`src/design/epd_pkg.sv`:
```
// ----------------------------------------------------------------------------
// epd_pkg
// Shared types and constants for the emitter pair phase driver.
// ----------------------------------------------------------------------------
package epd_pkg;

  // Default sizing of the emitter array and the phase wheel
  localparam int PAIR_COUNT_DEF  = 64;
  localparam int PHASE_STEPS_DEF = 1000;

  // Configuration register indexes
  localparam int                   CFG_ADDR_W       = 1;
  localparam int                   CFG_DATA_W       = 10;
  localparam logic [CFG_ADDR_W-1:0] CFG_DUTY_CAP     = 1'd0;
  localparam logic [CFG_ADDR_W-1:0] CFG_SENSOR_LIMIT = 1'd1;

  // Register reset values
  localparam logic [7:0] DUTY_CAP_RST     = 8'd80;
  localparam logic [9:0] SENSOR_LIMIT_RST = 10'd900;

  // Coherence filter: c' = (7*c + s) / 8
  localparam logic [12:0] FILTER_OLD_WEIGHT = 13'd7;
  localparam int          FILTER_SHIFT      = 3;

  // Duty: 20 + c/20; c/20 = (c>>2)/5 = ((c>>2)*205)>>10, exact for c>>2 < 256
  localparam logic [7:0]  DUTY_BASE       = 8'd20;
  localparam logic [15:0] DUTY_DIV5_MUL   = 16'd205;
  localparam int          DUTY_DIV5_SHIFT = 10;

  // Stream payload widths (bytes rounded up)
  localparam int IN_TDATA_W  = 16;
  localparam int OUT_TDATA_W = 48;

  typedef struct packed {
    logic       door_closed;
    logic       over_temperature;
    logic       over_current;
    logic [9:0] center_sample;
  } epd_item_t;

  typedef struct packed {
    logic       failsafe_on;
    logic [5:0] upper_emitter;
    logic [6:0] lower_emitter;
    logic [7:0] drive_duty;
    logic [9:0] phase_now;
    logic [9:0] coherence_now;
  } epd_result_t;

endpackage

```
`src/design/epd_in_reg.sv`:
```
// ----------------------------------------------------------------------------
// epd_in_reg
// Input register stage: captures one tick transaction per cycle while dn_ready is high.
// ----------------------------------------------------------------------------
module epd_in_reg (
  input  logic               clk,
  input  logic               rst_n,
  input  logic               up_valid,
  output logic               up_ready,
  input  epd_pkg::epd_item_t up_item,
  output logic               dn_valid,
  input  logic               dn_ready,
  output epd_pkg::epd_item_t dn_item
);
  import epd_pkg::*;

  logic      valid_r;
  logic      valid_nxt;
  epd_item_t item_r;

  // Accept when empty or when the held item moves on this cycle
  assign up_ready  = !valid_r || dn_ready;
  assign valid_nxt = up_ready ? up_valid : valid_r;

  always_ff @(posedge clk) begin
    if (!rst_n) begin
      valid_r <= 1'b0;
    end else begin
      valid_r <= valid_nxt;
    end
  end

  always_ff @(posedge clk) begin
    if (up_ready && up_valid) begin
      item_r <= up_item;
    end
  end

  assign dn_valid = valid_r;
  assign dn_item  = item_r;

endmodule

```
`src/design/epd_step_calc.sv`:
```
// ----------------------------------------------------------------------------
// epd_step_calc
// Tick datapath: interlock check, phase and pair index advance, coherence
// filter and duty.
// ----------------------------------------------------------------------------
module epd_step_calc #(
  parameter int PAIR_COUNT  = epd_pkg::PAIR_COUNT_DEF,
  parameter int PHASE_STEPS = epd_pkg::PHASE_STEPS_DEF,
  parameter int PAIR_W      = $clog2(PAIR_COUNT),
  parameter int PHASE_W     = $clog2(PHASE_STEPS)
) (
  input  epd_pkg::epd_item_t   item,
  input  logic [7:0]           duty_cap,
  input  logic [9:0]           sensor_limit,
  input  logic [PHASE_W-1:0]   phase,
  input  logic [PAIR_W-1:0]    pair_idx,
  input  logic [PHASE_W-1:0]   pair_rem,
  input  logic [9:0]           coh,
  output logic [PHASE_W-1:0]   phase_adv,
  output logic [PAIR_W-1:0]    pair_idx_adv,
  output logic [PHASE_W-1:0]   pair_rem_adv,
  output logic [9:0]           coh_adv,
  output epd_pkg::epd_result_t result
);
  import epd_pkg::*;

  // Pair index tracks phase*PAIR_COUNT/PHASE_STEPS as quotient and remainder
  localparam int QW        = PAIR_W + 1;
  localparam int RW        = PHASE_W + 1;
  localparam int PAIR_QUOT = PAIR_COUNT / PHASE_STEPS;
  localparam int PAIR_REM  = PAIR_COUNT % PHASE_STEPS;

  logic              hold;
  logic              wrap;
  logic [RW-1:0]     rem_sum;
  logic              carry;
  logic [QW-1:0]     quot_sum;
  logic [QW-1:0]     upper_q;
  logic [QW-1:0]     lower_q;
  logic [12:0]       filt_sum;
  logic [7:0]        coh_quarter;
  logic [15:0]       div5_prod;
  logic [7:0]        duty_raw;
  logic [7:0]        duty;
  logic [31:0]       upper_ext;
  logic [31:0]       lower_ext;
  logic [31:0]       phase_ext;
  logic [31:0]       phase_hold_ext;

  assign hold = !item.door_closed || item.over_temperature || item.over_current
                || (item.center_sample > sensor_limit);

  assign wrap     = (32'(phase) == PHASE_STEPS - 1);
  assign rem_sum  = RW'(pair_rem) + RW'(PAIR_REM);
  assign carry    = (32'(rem_sum) >= PHASE_STEPS);
  assign quot_sum = QW'(pair_idx) + QW'(PAIR_QUOT) + QW'(carry);

  always_comb begin
    if (wrap) begin
      phase_adv    = '0;
      pair_idx_adv = '0;
      pair_rem_adv = '0;
    end else begin
      phase_adv    = phase + PHASE_W'(1);
      pair_rem_adv = carry ? PHASE_W'(32'(rem_sum) - PHASE_STEPS) : rem_sum[PHASE_W-1:0];
      // saturate at the top pair
      pair_idx_adv = (32'(quot_sum) >= PAIR_COUNT) ? PAIR_W'(PAIR_COUNT - 1)
                                                   : quot_sum[PAIR_W-1:0];
    end
  end

  // Filter only on a nonzero sample
  assign filt_sum = 13'(coh) * FILTER_OLD_WEIGHT + 13'(item.center_sample);
  assign coh_adv  = (item.center_sample != 10'd0) ? filt_sum[FILTER_SHIFT +: 10] : coh;

  assign coh_quarter = coh_adv[9:2];
  assign div5_prod   = 16'(coh_quarter) * DUTY_DIV5_MUL;
  assign duty_raw    = DUTY_BASE + 8'(div5_prod[15:DUTY_DIV5_SHIFT]);
  assign duty        = (duty_raw > duty_cap) ? duty_cap : duty_raw;

  assign upper_q        = QW'(pair_idx_adv);
  assign lower_q        = QW'(2 * PAIR_COUNT - 1) - upper_q;
  assign upper_ext      = 32'(upper_q);
  assign lower_ext      = 32'(lower_q);
  assign phase_ext      = 32'(phase_adv);
  assign phase_hold_ext = 32'(phase);

  always_comb begin
    if (hold) begin
      result.failsafe_on   = 1'b1;
      result.upper_emitter = '0;
      result.lower_emitter = '0;
      result.drive_duty    = '0;
      result.phase_now     = phase_hold_ext[9:0];
      result.coherence_now = coh;
    end else begin
      result.failsafe_on   = 1'b0;
      result.upper_emitter = upper_ext[5:0];
      result.lower_emitter = lower_ext[6:0];
      result.drive_duty    = duty;
      result.phase_now     = phase_ext[9:0];
      result.coherence_now = coh_adv;
    end
  end

endmodule

```
`src/design/epd_out_reg.sv`:
```
// ----------------------------------------------------------------------------
// epd_out_reg
// Result register: holds one result transaction until the sink takes it.
// ----------------------------------------------------------------------------
module epd_out_reg (
  input  logic                 clk,
  input  logic                 rst_n,
  input  logic                 up_valid,
  output logic                 up_ready,
  input  epd_pkg::epd_result_t up_result,
  output logic                 dn_valid,
  input  logic                 dn_ready,
  output epd_pkg::epd_result_t dn_result
);
  import epd_pkg::*;

  logic        valid_r;
  logic        valid_nxt;
  epd_result_t result_r;

  assign up_ready  = !valid_r || dn_ready;
  assign valid_nxt = up_ready ? up_valid : valid_r;

  always_ff @(posedge clk) begin
    if (!rst_n) begin
      valid_r <= 1'b0;
    end else begin
      valid_r <= valid_nxt;
    end
  end

  always_ff @(posedge clk) begin
    if (up_ready && up_valid) begin
      result_r <= up_result;
    end
  end

  assign dn_valid  = valid_r;
  assign dn_result = result_r;

endmodule

```
`src/design/emitter_pair_phase_driver_core.sv`:
```
// ----------------------------------------------------------------------------
// emitter_pair_phase_driver_core
// Per-tick interlock check, phase wheel and emitter pair selection with a
// filtered coherence estimate setting the drive duty.
// ----------------------------------------------------------------------------
//
//   channel   | direction | handshake              | payload
//   ----------+-----------+------------------------+--------------------------
//   in_*      | sink      | in_tvalid / in_tready  | in_tdata[15:0]  tick
//   out_*     | source    | out_tvalid / out_tready| out_tdata[47:0] result
//   cfg_*     | sink      | cfg_wr_en              | cfg_addr, cfg_wdata
//
// Rate: one tick transaction per clock while out_tready stays high; an accepted
//   tick passes the input register, then the result register, to out_tvalid.
// The datapath between them is one pass: a compare for the interlocks, an
//   increment with one compare-subtract for the pair index, and a constant
//   multiply for the duty; phase and coherence move with the result unless held.
// Reset: synchronous, active low; phase, pair index and coherence go to zero,
//   duty_cap to 80 and sensor_limit to 900.
// Stalls: out_tready low holds the result register; the input register keeps
//   accepting until it is full too, then in_tready drops.
// ----------------------------------------------------------------------------
module emitter_pair_phase_driver_core #(
  parameter int PAIR_COUNT  = epd_pkg::PAIR_COUNT_DEF,
  parameter int PHASE_STEPS = epd_pkg::PHASE_STEPS_DEF
) (
  input  logic                                  clk,
  input  logic                                  rst_n,
  // [0] door_closed, [1] over_temperature, [2] over_current,
  // [12:3] center_sample, [15:13] zero
  input  logic                                  in_tvalid,
  output logic                                  in_tready,
  input  logic [epd_pkg::IN_TDATA_W-1:0]        in_tdata,
  // [0] failsafe_on, [6:1] upper_emitter, [13:7] lower_emitter,
  // [21:14] drive_duty, [31:22] phase_now, [41:32] coherence_now, [47:42] zero
  output logic                                  out_tvalid,
  input  logic                                  out_tready,
  output logic [epd_pkg::OUT_TDATA_W-1:0]       out_tdata,
  input  logic                                  cfg_wr_en,
  input  logic [epd_pkg::CFG_ADDR_W-1:0]        cfg_addr,
  input  logic [epd_pkg::CFG_DATA_W-1:0]        cfg_wdata
);
  import epd_pkg::*;

  localparam int PAIR_W  = $clog2(PAIR_COUNT);
  localparam int PHASE_W = $clog2(PHASE_STEPS);

  // Configuration registers
  logic [7:0] duty_cap_r;
  logic [9:0] sensor_limit_r;

  // Tick state
  logic [PHASE_W-1:0] phase_r;
  logic [PAIR_W-1:0]  pair_idx_r;
  logic [PHASE_W-1:0] pair_rem_r;
  logic [9:0]         coh_r;
  logic [PHASE_W-1:0] phase_nxt;
  logic [PAIR_W-1:0]  pair_idx_nxt;
  logic [PHASE_W-1:0] pair_rem_nxt;
  logic [9:0]         coh_nxt;

  // Datapath results for the held tick
  logic [PHASE_W-1:0] phase_adv;
  logic [PAIR_W-1:0]  pair_idx_adv;
  logic [PHASE_W-1:0] pair_rem_adv;
  logic [9:0]         coh_adv;

  epd_item_t   in_item;
  epd_item_t   s1_item;
  logic        s1_valid;
  logic        s1_ready;
  logic        s1_fire;
  epd_result_t s1_result;
  epd_result_t out_result;

  // Unpack the tick transaction, first field in the low bits
  assign in_item.door_closed      = in_tdata[0];
  assign in_item.over_temperature = in_tdata[1];
  assign in_item.over_current     = in_tdata[2];
  assign in_item.center_sample    = in_tdata[12:3];

  // Write a configuration register; unknown indexes drop
  always_ff @(posedge clk) begin
    if (!rst_n) begin
      duty_cap_r     <= DUTY_CAP_RST;
      sensor_limit_r <= SENSOR_LIMIT_RST;
    end else if (cfg_wr_en) begin
      case (cfg_addr)
        CFG_DUTY_CAP:     duty_cap_r     <= cfg_wdata[7:0];
        CFG_SENSOR_LIMIT: sensor_limit_r <= cfg_wdata[9:0];
        default: ;
      endcase
    end
  end

  epd_in_reg u_in_reg (
    .clk      (clk),
    .rst_n    (rst_n),
    .up_valid (in_tvalid),
    .up_ready (in_tready),
    .up_item  (in_item),
    .dn_valid (s1_valid),
    .dn_ready (s1_ready),
    .dn_item  (s1_item)
  );

  epd_step_calc #(
    .PAIR_COUNT  (PAIR_COUNT),
    .PHASE_STEPS (PHASE_STEPS),
    .PAIR_W      (PAIR_W),
    .PHASE_W     (PHASE_W)
  ) u_step_calc (
    .item         (s1_item),
    .duty_cap     (duty_cap_r),
    .sensor_limit (sensor_limit_r),
    .phase        (phase_r),
    .pair_idx     (pair_idx_r),
    .pair_rem     (pair_rem_r),
    .coh          (coh_r),
    .phase_adv    (phase_adv),
    .pair_idx_adv (pair_idx_adv),
    .pair_rem_adv (pair_rem_adv),
    .coh_adv      (coh_adv),
    .result       (s1_result)
  );

  // Advance state only when the tick moves into the result register and the
  // interlocks allow it; a held-safe tick leaves phase and coherence alone.
  assign s1_fire = s1_valid && s1_ready;

  always_comb begin
    phase_nxt    = phase_r;
    pair_idx_nxt = pair_idx_r;
    pair_rem_nxt = pair_rem_r;
    coh_nxt      = coh_r;
    if (s1_fire && !s1_result.failsafe_on) begin
      phase_nxt    = phase_adv;
      pair_idx_nxt = pair_idx_adv;
      pair_rem_nxt = pair_rem_adv;
      coh_nxt      = coh_adv;
    end
  end

  always_ff @(posedge clk) begin
    if (!rst_n) begin
      phase_r    <= '0;
      pair_idx_r <= '0;
      pair_rem_r <= '0;
      coh_r      <= '0;
    end else begin
      phase_r    <= phase_nxt;
      pair_idx_r <= pair_idx_nxt;
      pair_rem_r <= pair_rem_nxt;
      coh_r      <= coh_nxt;
    end
  end

  epd_out_reg u_out_reg (
    .clk       (clk),
    .rst_n     (rst_n),
    .up_valid  (s1_valid),
    .up_ready  (s1_ready),
    .up_result (s1_result),
    .dn_valid  (out_tvalid),
    .dn_ready  (out_tready),
    .dn_result (out_result)
  );

  // Pack the result transaction, first field in the low bits
  assign out_tdata = {6'd0,
                      out_result.coherence_now,
                      out_result.phase_now,
                      out_result.drive_duty,
                      out_result.lower_emitter,
                      out_result.upper_emitter,
                      out_result.failsafe_on};

`ifndef ASSERT_OFF
  // Phase wheel stays inside its step count
  a_phase_range: assert property (@(posedge clk) disable iff (!rst_n)
    32'(phase_r) < PHASE_STEPS)
    else $error("phase counter out of range");

  // Pair index stays a valid upper-bank emitter
  a_pair_range: assert property (@(posedge clk) disable iff (!rst_n)
    32'(pair_idx_r) < PAIR_COUNT)
    else $error("pair index out of range");

  // A safe-hold result lights nothing
  a_hold_dark: assert property (@(posedge clk) disable iff (!rst_n)
    (out_tvalid && out_result.failsafe_on) |->
      (out_result.drive_duty == 8'd0 && out_result.upper_emitter == 6'd0
       && out_result.lower_emitter == 7'd0))
    else $error("emitter driven during safe hold");

  // Driven duty never exceeds the cap
  a_duty_cap: assert property (@(posedge clk) disable iff (!rst_n)
    (s1_valid && !s1_result.failsafe_on) |-> (s1_result.drive_duty <= duty_cap_r))
    else $error("duty above cap");

  // State moves only with a transaction that passes the interlocks
  a_state_hold: assert property (@(posedge clk) disable iff (!rst_n)
    !(s1_fire && !s1_result.failsafe_on) |=> ($stable(phase_r) && $stable(coh_r)))
    else $error("tick state changed without a driven transaction");
`endif

endmodule

```
`config.mk`:
```
export PLATFORM = sky130hd
export DESIGN_NAME = emitter_pair_phase_driver_core
export DESIGN_NICKNAME = d
export VERILOG_FILES = /design/src/design/epd_pkg.sv /design/src/design/epd_in_reg.sv /design/src/design/epd_step_calc.sv /design/src/design/epd_out_reg.sv /design/src/design/emitter_pair_phase_driver_core.sv
export SDC_FILE = /design/constraint.sdc
export NUM_CORES = 1
export LEC_CHECK = 0
export BUFFER_PORTS_ARGS = -buffer_cell sky130_fd_sc_hd__buf_4
export CORE_MARGIN = 2
export CORE_UTILIZATION = 40
export DETAILED_ROUTE_END_ITERATION = 10
export SYNTH_ARGS = -nofsm -noshare
export SYNTH_HDL_FRONTEND = slang
export SYNTH_SLANG_ARGS = --single-unit
```
`constraint.sdc`:
```
create_clock -name clk -period 22.3 [get_ports clk]
set_input_delay 2.23 -clock clk [delete_from_list [all_inputs] [get_ports clk]]
set_output_delay 2.23 -clock clk [all_outputs]
set_load 0.005 [all_outputs]
```
==> out/qor.yml <==
status: "finished, final reports clean"
cts_root_buf: "clkbuf_16"
cpPeakStageDelay_ps: 630
final_common_cell: "inv_1"
dp_hpwl_um: 11680
drt_iter0_markers: 229
area_growth_pct: 14.59
cts_buffer_depth: 2
avgSynthCellArea_um2: 9.227
gp_congestion: 0.7946
cts.sinks: 108
chipWidth_um: 138.8
setup_viol: 0
multiInputGateArea_um2: 4063
htree_levels: 3
start_util_pct: 40.61
synth_top_area_share_pct: 22.72
synth_compound_area_share_pct: 14.30
instances_no_fill: 1081
diodes: 0
post_cts_buffers: 0
cp-start-kind: "flop"
power.total_mw: 0.6207
cts_hold_buf: 0
grt_usage_pct: 16.88
critPathRequiredTime_ps: 22400
ios: 82
max_slew_margin_pct: 26.62
cp_top_family: "adder cells"
synth_xor_area_share_pct: 3.132
vias_per_cell: 5.041
final_cell_mix: "100 x inv_1, 91 x nand2_1, 78 x ha_1"
worstPathArrival_ps: 10470
setup_tns_ps: 0
p_leak_nw: 3.694
synth_top_family_by_area: "adder cells"
rows: 49
cts_resized: 0
worst-slew-pin-transition_ps: 1097
yosysTopAreaCell: "edfxtp_1"
dp_cells: 1065
coreArea_um2: 17900
cts_tree: "built"
seq_area_um2: 2713
grt_remaining_overflow: 0
vias: 5449
synth_cell_types: 59
final_nets: 984
antenna_found_initial: 0
rsz0062_at_grt: "false"
post-route-min-period_ps: 10370
maxCapViolCount: 0
worst-setup-path-type: "reg2reg"
fmax_mhz: 96.44
synth-edff-count: 55
yosys-top-cells-area: "edfxtp_1 23%, dfxtp_1 15%, ha_1 13%"
p_per_area_nw_per_um2: 74.50
grt_max_degree: 46
netlist_instances: 788
final-max-slew-violation-count: 0
firstDrtPassIters: 4
synth_simple_gate_area_share_pct: 15.87
worst-path-max-fanout: 7
drc: 0
critPathBufInv: 7
cts_buffers: 9
skew_ps: 6.752
peakVddDrop_uv: 43.13
wl_per_cell_um: 14.56
seq_area_frac_synth_pct: 37.31
synth_seq_cells: 108
cpMaxStageDelayCell: "a211oi_1"
path_clk_slew_ps: 80
critPathMostFrequentCell: "inv_1"
synth_flop_cell: "edfxtp_1"
drive_above_1_share_pct: 12.32
ant_nets: 0
port_buffers: 72
yosys_warnings: 0
synth_fa_ha_area_share_pct: 20.86
synth_area_um2: 7271
critical_path.endpoint_type: "flop"
hold_viol: 0
dieArea_um2: 19270
period_share_pct: 46.50
muxShareOfSynthArea_pct: 1.136
die_h_um: 138.8
totalWireLength_um: 15740
clk_latency_ps: 350
hp-class: "reg2reg"
grt_pass1_wl_um: 26580
async_flop_share_pct: 0
grt_pass1_vias: 5259
n_fill_cell: 1776
==> final timing paths <==
check | from | endpoint | slack, ps | cells after the start
setup / recovery | coh_r[1] | u_out_reg.dn_result[23] | 11930 | 40
hold / removal | duty_cap_r[2] | duty_cap_r[2] | 460 | 2
setup reg to reg | coh_r[1] | u_out_reg.dn_result[23] | 11930 | 40
hold reg to reg | duty_cap_r[2] | duty_cap_r[2] | 460 | 2
==> through the flow <==
step | setup WS, ps | instance area (µm²) | hold slack (ps) | utilization (%)
2_1_floorplan | 12990 | 7293 | 436.1 | -
3_3_place_gp | 11940 | 8015 | 446.1 | 44.77
3_5_place_dp | 11900 | 8015 | 450.6 | 44.77
4_1_cts | 11840 | 8332 | 461.7 | 46.54
5_1_grt | 11110 | 8332 | 484.4 | 46.54
6_report | 11930 | 8332 | 457.9 | 46.54
==> power breakdown <==
| group | switching [mW] | internal [mW] |
|---|---|---|
| combinational | 0.129 | 0.0991 |
| sequential | 0.00377 | 0.217 |
| clock | 0.0816 | 0.0905 |
| total | 0.214 | 0.407 |
==> tightest hold or removal path, stage by stage (launching register included) <==
cell and delay, ps:
dfxtp_1 310, nand2_1 50, a21oi_1 50
==> cells by family after synthesis <==
kind of cell    after synthesis
flops                       108
fa+ha+maj                   105
xor+xnor                     26
buf+inv                     136
simple gates                246
mux                           8
compound gates              158
other cells                   1
==> Yosys cell counts (all sizes together) (2+ instances only) <==
master / number
a211oi: 13
nand2b: 6
o22a: 2
a21boi: 2
and2: 3
a21oi: 46
inv: 102
dfxtp: 53
nor2b: 7
ha: 78
a31oi: 2
mux2: 2
o31ai: 7
nand4b: 2
xor2: 12
a22oi: 2
xnor2: 14
a32o: 2
clkbuf: 26
fa: 27
o31a: 2
nand2: 91
o21ai: 33
nand3: 25
nor4b: 2
nor3: 15
o21a: 15
or3: 4
mux2i: 6
o211ai: 9
nor4: 4
or4: 5
nand4: 8
and3: 15
o221a: 2
buf: 8
edfxtp: 55
nor2: 55
a21o: 11
==> routing by layer <==
layer  global-route usage (%)  part of all wire, %  vias to the layer above
met1                    24.55                   50                     2525
li1                         -                    -                     2826
met2                    26.81                   45                       91
met3                    2.831                  4.5                        7
met5                        0                    0                        -
met4                    3.190                 0.59                        0
==> flip-flops by register name (all words and copies together) (netlist names) <==
signal,flops
sensor_limit_r,10
pair_rem_r,7
u_out_reg.dn_valid,1
u_in_reg.dn_item,13
u_in_reg.dn_valid,1
phase_r,10
pair_idx_r,6
coh_r,10
duty_cap_r,8
u_out_reg.dn_result,42
==> final cells by class <==
type	count	area share [%]
clock inverter	7	1.096
inverter	102	4.595
sequential	108	32.56
multi-input combinational	550	48.76
timing repair buffer	76	6.848
clock buffer	9	2.703
tap	229	3.439
(Power assumes the default switching activity.)
